===== config.mk =====
export PLATFORM = sky130hd
export DESIGN_NAME = strict_integer_literal_parser_core
export DESIGN_NICKNAME = d
export VERILOG_FILES = /design/src/design/silp_pkg.sv /design/src/design/strict_integer_literal_parser_core.sv
export SDC_FILE = /design/constraint.sdc
export NUM_CORES = 1
export LEC_CHECK = 0
export BUFFER_PORTS_ARGS = -buffer_cell sky130_fd_sc_hd__buf_4
export CORE_ASPECT_RATIO = 2
export CORE_MARGIN = 3
export CORE_UTILIZATION = 56
export CTS_CLUSTER_DIAMETER = 100
export DETAILED_ROUTE_END_ITERATION = 8
export GPL_TIMING_DRIVEN = 0
export PLACE_DENSITY = 0.78
export SYNTH_ARGS = -nofsm -noshare
export SYNTH_HDL_FRONTEND = slang
export SYNTH_SLANG_ARGS = --single-unit
export TNS_END_PERCENT = 50

===== constraint.sdc =====
create_clock -name i_clk -period 6.5 [get_ports i_clk]
set_input_delay 0.325 -clock i_clk [delete_from_list [all_inputs] [get_ports i_clk]]
set_output_delay 0.325 -clock i_clk [all_outputs]
set_load 0.02 [all_outputs]

===== src/design/silp_pkg.sv =====
// Shared types, character codes and digit decoding for the integer literal parser.
package silp_pkg;

    // Default accumulator width
    localparam int VALUE_BITS_DEF = 32;

    // Beat widths
    localparam int CHAR_W   = 8;
    localparam int RESULT_W = 32;
    localparam int OUT_W    = ((1 + RESULT_W + 7) / 8) * 8;

    // Reset value of the allow_negative register
    localparam logic ALLOW_NEG_RST = 1'b1;

    // Character codes
    localparam logic [CHAR_W-1:0] CH_MINUS = 8'h2D;
    localparam logic [CHAR_W-1:0] CH_0     = 8'h30;
    localparam logic [CHAR_W-1:0] CH_9     = 8'h39;
    localparam logic [CHAR_W-1:0] CH_UA    = 8'h41;
    localparam logic [CHAR_W-1:0] CH_UF    = 8'h46;
    localparam logic [CHAR_W-1:0] CH_UX    = 8'h58;
    localparam logic [CHAR_W-1:0] CH_LA    = 8'h61;
    localparam logic [CHAR_W-1:0] CH_LF    = 8'h66;
    localparam logic [CHAR_W-1:0] CH_LX    = 8'h78;

    // Saturating count of body characters
    localparam logic [1:0] POS_MAX = 2'd3;

    typedef struct packed {
        logic       valid;
        logic [3:0] val;
    } t_digit;

    // Decode one character as a digit of base 10, or base 16 when hex is set
    function automatic t_digit digit_of(input logic [CHAR_W-1:0] c, input logic hex);
        t_digit d;
        d.valid = 1'b0;
        d.val   = 4'd0;
        if (c inside {[CH_0:CH_9]}) begin
            d.valid = 1'b1;
            d.val   = 4'(c - CH_0);
        end else if (hex && (c inside {[CH_LA:CH_LF]})) begin
            d.valid = 1'b1;
            d.val   = 4'(c - CH_LA + 8'd10);
        end else if (hex && (c inside {[CH_UA:CH_UF]})) begin
            d.valid = 1'b1;
            d.val   = 4'(c - CH_UA + 8'd10);
        end
        return d;
    endfunction

endpackage


===== src/design/strict_integer_literal_parser_core.sv =====
// Top level of the strict decimal / hex integer literal parser.
//
//  channel   dir  handshake                     payload
//  s_axis    in   s_axis_tvalid / s_axis_tready tdata[7:0] character, tlast last_char
//  m_axis    out  m_axis_tvalid / m_axis_tready tdata[0] ok, tdata[32:1] value
//  cfg       in   i_cfg_wr_en                   i_cfg_wr_data allow_negative
//
//  Throughput is one character per cycle while no tlast beat waits; m_axis_tvalid rises
//  once the last character has passed the input register and then the result register.
//  Per character: a shift-and-add of the accumulator plus the digit, then a range check.
//  Characters without tlast never stall; a tlast beat waits in the input
//  register only while the previous result is still held on m_axis.
//  Reset is synchronous: literal state clears and allow_negative returns to 1.
module strict_integer_literal_parser_core
    import silp_pkg::*;
#(
    parameter int VALUE_BITS = VALUE_BITS_DEF
) (
    input  logic              i_clk,
    input  logic              i_rst_n,
    // configuration
    input  logic              i_cfg_wr_en,
    input  logic              i_cfg_wr_data,
    // input characters
    input  logic              s_axis_tvalid,
    output logic              s_axis_tready,
    input  logic [CHAR_W-1:0] s_axis_tdata,   // [7:0] character
    input  logic              s_axis_tlast,   // last_char
    // results
    output logic              m_axis_tvalid,
    input  logic              m_axis_tready,
    output logic [OUT_W-1:0]  m_axis_tdata    // [0] ok, [32:1] value, rest zero
);

    localparam int PW = VALUE_BITS + 4;
    localparam logic [VALUE_BITS-1:0] HALF = VALUE_BITS'(1) << (VALUE_BITS - 1);

    // Registers
    logic                  r_allow_neg;
    logic                  r_in_valid;
    logic [CHAR_W-1:0]     r_in_char;
    logic                  r_in_last;
    logic [1:0]            r_pos;
    logic                  r_neg;
    logic                  r_hex;
    logic                  r_lz;
    logic                  r_seen;
    logic                  r_bad;
    logic                  r_ovf;
    logic [VALUE_BITS-1:0] r_acc;
    logic                  r_out_valid;
    logic                  r_out_ok;
    logic [RESULT_W-1:0]   r_out_value;

    // Next values
    logic [1:0]            n_pos;
    logic                  n_neg;
    logic                  n_hex;
    logic                  n_lz;
    logic                  n_seen;
    logic                  n_bad;
    logic                  n_ovf;
    logic [VALUE_BITS-1:0] n_acc;
    logic                  n_ok;
    logic [RESULT_W-1:0]   n_value;

    logic                  adv;
    logic                  take_in;
    t_digit                dig;
    logic                  use_hex;
    logic [PW-1:0]         scaled;
    logic [PW-1:0]         prod;
    logic                  prod_ovf;
    logic                  is_sign;
    logic [VALUE_BITS-1:0] res;
    logic [VALUE_BITS+RESULT_W-1:0] res_ext;

    // Advance the held character; only a last character needs room on m_axis
    assign adv           = r_in_valid && (!r_in_last || !r_out_valid || m_axis_tready);
    assign s_axis_tready = !r_in_valid || adv;
    assign take_in       = s_axis_tvalid && s_axis_tready;

    // Digit decode and the multiply-add by shifts
    assign use_hex  = r_hex && (r_pos != 2'd0);
    assign dig      = digit_of(r_in_char, use_hex);
    assign scaled   = r_hex ? {r_acc, 4'b0000}
                            : (PW'({r_acc, 3'b000}) + PW'({r_acc, 1'b0}));
    assign prod     = scaled + PW'(dig.val);
    assign prod_ovf = (prod[PW-1:VALUE_BITS] != 4'd0);
    assign is_sign  = (r_pos == 2'd0) && !r_neg && (r_in_char == CH_MINUS);

    // Step the literal state by one character
    always_comb begin
        n_pos  = r_pos;
        n_neg  = r_neg;
        n_hex  = r_hex;
        n_lz   = r_lz;
        n_seen = r_seen;
        n_bad  = r_bad;
        n_ovf  = r_ovf;
        n_acc  = r_acc;
        if (!r_bad) begin
            if (is_sign) begin
                if (r_allow_neg) n_neg = 1'b1;
                else             n_bad = 1'b1;
            end else begin
                if ((r_pos == 2'd1) && r_lz) begin
                    if ((r_in_char == CH_LX) || (r_in_char == CH_UX)) begin
                        n_hex  = 1'b1;
                        n_seen = 1'b0;
                        n_acc  = '0;
                    end else begin
                        n_bad = 1'b1;
                    end
                end else if (!dig.valid) begin
                    n_bad = 1'b1;
                end else begin
                    if (r_pos == 2'd0) n_lz = (dig.val == 4'd0);
                    n_seen = 1'b1;
                    if (!r_ovf) begin
                        if (prod_ovf) n_ovf = 1'b1;
                        else          n_acc = prod[VALUE_BITS-1:0];
                    end
                end
                if (r_pos != POS_MAX) n_pos = r_pos + 2'd1;
            end
        end
    end

    // Form the result from the state after the last character
    always_comb begin
        n_ok    = !n_bad && n_seen && !n_ovf && !(n_neg && (n_acc > HALF));
        res     = n_neg ? (VALUE_BITS'(0) - n_acc) : n_acc;
        res_ext = {{RESULT_W{1'b0}}, res};
        n_value = n_ok ? res_ext[RESULT_W-1:0] : '0;
    end

    // Configuration register
    always_ff @(posedge i_clk) begin
        if (!i_rst_n) begin
            r_allow_neg <= ALLOW_NEG_RST;
        end else if (i_cfg_wr_en) begin
            r_allow_neg <= i_cfg_wr_data;
        end
    end

    // Input register
    always_ff @(posedge i_clk) begin
        if (!i_rst_n) begin
            r_in_valid <= 1'b0;
        end else if (take_in) begin
            r_in_valid <= 1'b1;
        end else if (adv) begin
            r_in_valid <= 1'b0;
        end
    end

    always_ff @(posedge i_clk) begin
        if (take_in) begin
            r_in_char <= s_axis_tdata;
            r_in_last <= s_axis_tlast;
        end
    end

    // Literal state: advance on each character, clear after the last
    always_ff @(posedge i_clk) begin
        if (!i_rst_n || (adv && r_in_last)) begin
            r_pos  <= 2'd0;
            r_neg  <= 1'b0;
            r_hex  <= 1'b0;
            r_lz   <= 1'b0;
            r_seen <= 1'b0;
            r_bad  <= 1'b0;
            r_ovf  <= 1'b0;
            r_acc  <= '0;
        end else if (adv) begin
            r_pos  <= n_pos;
            r_neg  <= n_neg;
            r_hex  <= n_hex;
            r_lz   <= n_lz;
            r_seen <= n_seen;
            r_bad  <= n_bad;
            r_ovf  <= n_ovf;
            r_acc  <= n_acc;
        end
    end

    // Result register
    always_ff @(posedge i_clk) begin
        if (!i_rst_n) begin
            r_out_valid <= 1'b0;
        end else if (adv && r_in_last) begin
            r_out_valid <= 1'b1;
        end else if (m_axis_tready) begin
            r_out_valid <= 1'b0;
        end
    end

    always_ff @(posedge i_clk) begin
        if (adv && r_in_last) begin
            r_out_ok    <= n_ok;
            r_out_value <= n_value;
        end
    end

    assign m_axis_tvalid = r_out_valid;
    assign m_axis_tdata  = OUT_W'({r_out_value, r_out_ok});

    // A rejected literal carries a zero value
    a_zero_when_bad: assert property (@(posedge i_clk) disable iff (!i_rst_n)
        (r_out_valid && !r_out_ok) |-> (r_out_value == '0))
        else $error("result value not zero on a rejected literal");

    // Characters that end no literal never wait
    a_mid_no_stall: assert property (@(posedge i_clk) disable iff (!i_rst_n)
        (r_in_valid && !r_in_last) |-> adv)
        else $error("non-final character stalled");

    // State is clean after the last character of a literal
    a_clear_after_last: assert property (@(posedge i_clk) disable iff (!i_rst_n)
        (adv && r_in_last) |=> (r_pos == 2'd0 && !r_neg && !r_bad && r_acc == '0))
        else $error("literal state not cleared after final character");

    // A malformed literal stays malformed until its end
    a_bad_sticky: assert property (@(posedge i_clk) disable iff (!i_rst_n)
        (r_bad && !(adv && r_in_last)) |=> r_bad)
        else $error("malformed flag dropped inside a literal");

    // A new result never overwrites one that was not taken
    a_no_overwrite: assert property (@(posedge i_clk) disable iff (!i_rst_n)
        (r_out_valid && !m_axis_tready) |-> !(adv && r_in_last))
        else $error("held result overwritten");

endmodule


Yosys cells after proc, flatten, opt, wreduce, memory -nomap -nowiden:

Cells that the tools add are included.

* logic and storage cells: 113
* input port bits: 15
* output and inout bits: 42
* flip-flop bits (word level): 85

* mux-type cells: 36
* order comparisons: 7
* eq/ne operators: 5
* bitwise logic cells: 3
* add/sub/neg operators: 9
* reduce and logical (&&, ||, !) cells: 38

Operators by type and width (count)
* $mux 32: 8
* $add 35x33->36: 1
* $add 36x4->36: 1
* $mux 36: 1
* $gt 32x32->1 const B: 1
* $sub 1x32->32 const A: 1
* $mux 1: 24
* $eq 8x7->1 const B: 2
* $ge 8x7->1 const B: 2
* $le 8x7->1 const B: 2
* $logic_and 1x1->1: 16
* $mux 5: 3
* $sub 4x1->4 const B: 3
* $add 4x4->4 const B: 2
* $eq 8x6->1 const B: 1
* $ge 8x6->1 const B: 1
* $le 8x6->1 const B: 1
* $logic_not 1->1: 8
* $reduce_and 6->1: 1
* $reduce_bool 2->1: 3
* $logic_or 1x1->1: 5
* $reduce_and 5->1: 1
* $logic_not 4->1: 1
* $reduce_and 4->1: 1
* 6 further kinds: 8

Longest topological paths before layout:

* depth after elaboration: 18
* depth in mapped cells: 33
* depth with buffers taken out: 27

Worst setup path after synthesis:

Ideal clock, no wire load.

* kind: register to register
* from: reg r_hex
* to: reg r_out_value[0], data pin
* period minus slack after synthesis: 6.730 ns
* path slack: -0.230 ns
* cell stages (with the launch flop): 32
* library setup time: 0.268 ns
* required time: 6.232 ns
* arrival: 6.462 ns
* cell sequence: dfxtp_1 buf_2 buf_2 buf_1 clkbuf_1 clkbuf_1 buf_1 nand4_1 nor2_1 o21ai_0 o21a_1 fa_1 nor2b_1 o21ai_0 or4b_1 clkbuf_1 nor2_1 and3_1 and3_1 a21oi_1 or3_1 buf_2 or3_1 buf_2 o221a_2 ha_1 nand3_1 nor4_4 nand3_1 a31o_2 buf_2 nor2_1

* word-level cells in the longest chain between the ends: 17
* elaborated cells on any way between the ends: 39

RTL lines
* start, declared: RTL line strict_integer_literal_parser_core.sv:45 `logic r_hex;`
* start signal, assigned: RTL line strict_integer_literal_parser_core.sv:179 `r_hex <= n_hex;`
* $logic_and 1x1->1: RTL line strict_integer_literal_parser_core.sv:84 `assign use_hex = r_hex && (r_pos != 2'd0);`
* $logic_and 1x1->1: RTL line silp_pkg.sv:45 `end else if (hex && (c inside {[CH_UA:CH_UF]})) begin`
* $mux 5: RTL line silp_pkg.sv:45
* $mux 5: RTL line silp_pkg.sv:42 `end else if (hex && (c inside {[CH_LA:CH_LF]})) begin`
* $mux 5: RTL line silp_pkg.sv:39 `if (c inside {[CH_0:CH_9]}) begin`
* $add 36x4->36: RTL line strict_integer_literal_parser_core.sv:88 `assign prod = scaled + PW'(dig.val);`
* $reduce_bool 4->1: RTL line strict_integer_literal_parser_core.sv:89 `assign prod_ovf = (prod[PW-1:VALUE_BITS] != 4'd0);`
* $mux 32: RTL line strict_integer_literal_parser_core.sv:121 `if (prod_ovf) n_ovf = 1'b1;`
* $mux 32: RTL line strict_integer_literal_parser_core.sv:120 `if (!r_ovf) begin`
* $mux 32: RTL line strict_integer_literal_parser_core.sv:115 `end else if (!dig.valid) begin`
* $mux 32: RTL line strict_integer_literal_parser_core.sv:107 `if ((r_pos == 2'd1) && r_lz) begin`
* $mux 32: RTL line strict_integer_literal_parser_core.sv:103 `if (is_sign) begin`
* $mux 32: RTL line strict_integer_literal_parser_core.sv:102 `if (!r_bad) begin`
* $gt 32x32->1: RTL line strict_integer_literal_parser_core.sv:132 `n_ok = !n_bad && n_seen && !n_ovf && !(n_neg && (n_acc > HALF));`
* $logic_and 1x1->1: RTL line strict_integer_literal_parser_core.sv:132
* $logic_not 1->1: RTL line strict_integer_literal_parser_core.sv:132
* $logic_and 1x1->1: RTL line strict_integer_literal_parser_core.sv:132
* end signal, assigned: RTL line strict_integer_literal_parser_core.sv:202 `r_out_value <= n_value;`
* end, declared: RTL line strict_integer_literal_parser_core.sv:53 `logic [RESULT_W-1:0] r_out_value;`

Parallel ways exist; a longest one is shown, timed or not.
A chain may end at the register's enable or synchronous reset.

Final worst setup path:

* from: reg r_hex
* to: reg r_out_value[28], data pin

The elaborated chain is that of the path after synthesis.

==> flow_summary.ini <==
[grt]
antenna_found_initial = 0
first_global_vias = 8339
track_usage = 0.331
grt_first_pass_wirelength_um = 41700
gr-total-overflow = 0
grt_start_max_net_pins = 36

[floorplanning]
dieArea_sq_mm = 0.0156
fp-row-count = 60
die_y_um = 173
core_sq_mm = 0.0136
start_util = 0.578
ioPinCount = 57
die_w_um = 89.7

[critical_path]
path_class = reg -> reg
crit_family = simple AND/OR/NAND/NOR gates
path_buf_inv = 8
cp-startpoint = r_hex$_SDFFE_PP0P_
cp.depth = 29
crit_end = r_out_value[28]$_SDFFCE_PN0P_
cpPeakStageDelay_ns = 0.62
worstPathArrival_ns = 6.38
reg2reg_from = r_hex$_SDFFE_PP0P_
start_kind = flop
path_common_cell = buf_6
cp-end-kind = flop
crit_path_top_delay_cell = or4b_4
r2r_end = r_out_value[28]$_SDFFCE_PN0P_
rr_worst_depth = 29
crit_required_ns = 6.60
rrSetupSlack_ns = 0.23
cp_max_fo = 10

[synthesis]
netlist_area_sq_mm = 0.00785
synth_cell_types = 91
yosysTopAreaCellShare = 0.161
synth_edf_count = 42
synth_area_per_cell_sq_um = 7.81
yosysTopAreaCell = edfxtp_1
synth_ff_type = dfxtp_1
synth_seq_cells = 85
ys_seq_area_frac = 0.270
synthCells = 1005
ys_warn_count = 0
async_flop_share = 0
ys_top_cells_by_area = edfxtp_1 16%, dfxtp_1 11%, nor2_1 6.8%, ha_1 6.4%, a21oi_1 5.0%

[layout]
final-instance-count-excl-fill = 1279
final_cell_mix = 142 x nor2_1, 91 x nand2_1, 83 x buf_4
area_delta_synth_final_pct = 16.8
nNetsFinal = 1145
mostFrequentLayoutCell = nor2_1
antenna_cells = 0
fin_util = 0.675
drive_gt1_frac = 0.171

[sta]
fin_crit_sh = 0.965
clock_skew_ns = 0.00729
finalCriticalPeriod_ns = 6.27
worst_slew_pin_slew_ns = 1.36
fmax_mhz = 159
slew_headroom = 0.0870
maxSlewViolCount = 0
hold_violations = 0
tns_ns = 0
whs_ns = 0.148
setup_violations = 0
fin_ws_ns = 0.227

[power_and_ir_drop]
seq_power_share = 0.414
p_sw_mw = 0.457
power_frac_comb = 0.220
power.share.clock = 0.366
p_sw_frac = 0.314
internal-power_mw = 0.999
leakagePower_nw = 3.40
vdd_drop_max_v = 0.000147
power.density_mw_per_mm2 = 159

[placement]
place_inst = 1246
pre_cts_ws_ns = -1.63
portBuffers = 49
dp_hpwl_um = 20000
gp_congestion = 1.01

[clock_tree]
ctsHtreeMaxLevel = 3
numCtsBuffers = 9
cts_sinks = 85
cts_tree = built
cts_buffer_depth = 2
cts_root_buf = clkbuf_16
clk_latency_ns = 0.35
clkTransAtPathRegs_ns = 0.07
cts-hold-fix-buffers = 0

[route]
wire_per_inst_um = 20.3
drt-initial-drc-count = 807
drt-total-wl_um = 25900
drc = 0
viasPerCell = 6.59
vias = 8432
dr.pass1.iters = 5
antenna_left = 0

[worst_hold_path]
min_path_cells = 1
hp-class = in -> reg

[job]
cap_violations = 0

[run_status]
status = completed
==> how the worst min path moves through the flow <==
stage                       from                        to  slack (ns)
2_1_floorplan            i_rst_n  r_allow_neg$_SDFFE_PN1P_        0.39
3_3_place_gp   r_lz$_SDFFE_PP0P_         r_lz$_SDFFE_PP0P_        0.49
3_5_place_dp   r_lz$_SDFFE_PP0P_         r_lz$_SDFFE_PP0P_        0.49
4_1_cts             s_axis_tlast       r_in_last$_DFFE_PP_        0.14
5_1_grt             s_axis_tlast       r_in_last$_DFFE_PP_        0.14
6_report         s_axis_tdata[3]    r_in_char[3]$_DFFE_PP_        0.15
==> cell usage after synthesis (all sizes together) (28+ instances only) <==
library cell,number
nor2,143
nand2,91
a21oi,81
o21ai,62
nor3,45
dfxtp,43
edfxtp,42
ha,40
xnor2,35
a22oi,31
buf,30
xor2,28
==> logic make-up (layout without fill, tap and decap cells) <==
logic type               Yosys count  after routing  share of synthesized area
buffers and inverters             76            158                     0.0440
other                              1              7                   0.000478
AND/OR/NAND/NOR                  413            413                      0.259
AO/OA/AOI/OAI                    313            313                      0.271
XOR/XNOR                          63             63                     0.0703
flip-flops                        85             85                      0.270
multiplexers                      12             12                     0.0158
adder cells (fa/ha/maj)           42             42                     0.0688
==> registers in the layout (all words and copies together), names as in the netlist <==
register / flops
r_hex: 1
r_in_valid: 1
r_pos: 2
m_axis_tvalid: 1
r_in_last: 1
r_out_ok: 1
r_lz: 1
r_out_value: 32
r_seen: 1
r_bad: 1
r_in_char: 8
r_acc: 32
r_ovf: 1
r_neg: 1
r_allow_neg: 1
==> layout make-up <==
type                            instances  area [sq um]
Multi-Input combinational cell        850          5590
Fill cell                            1182          4420
Sequential cell                        85          2120
Timing Repair Buffer                   71           533
Buffer                                 47           298
Tap cell                              186           233
Clock buffer                           10           229
Inverter                               24          90.1
Clock inverter                          6          72.6
==> metal layers <==
layer  routed length [um]  track usage  share of wire
met5                    0            0              0
met1                 8730        0.331           0.34
met3                 1330       0.0400          0.051
met4                 2420        0.251          0.093
met2                13400        0.612           0.52
==> what timing repair did <==
| action | in CTS | in global routing |
|---|---|---|
| setup endpoints to repair | 61 | 35 |
| pin swaps | 7 | 7 |
| setup buffers | 13 | 9 |
| resized for setup | 32 | 34 |
==> worst reg2reg max path, delay by kind of cell, from the launching register on <==
kind	cells	cell delay, ns
flip-flops	1	0.33
XOR/XNOR	1	0.19
buffers and inverters	8	1.36
AND/OR/NAND/NOR	12	2.59
adder cells (fa/ha/maj)	2	0.63
AO/OA/AOI/OAI	6	0.95
==> through the flow <==
stage          power [mW]  area, sq um
2_1_floorplan       0.806         7880
3_3_place_gp        0.885         8480
3_5_place_dp        0.889         8480
4_1_cts              1.43         8990
5_1_grt              1.50         9170
6_report             1.46         9170
==> power groups by stage <==
| stage | clock network [mW] | logic, mW | registers (mW) |
|---|---|---|---|
| 3_5_place_dp | 0 | 0.275 | 0.613 |
| 5_1_grt | 0.550 | 0.347 | 0.604 |
| 4_1_cts | 0.529 | 0.300 | 0.601 |
| 2_1_floorplan | 0 | 0.199 | 0.606 |
| 3_3_place_gp | 0 | 0.271 | 0.613 |
| 6_report | 0.532 | 0.321 | 0.603 |
No activity file was read; power rests on OpenSTA's default activity.
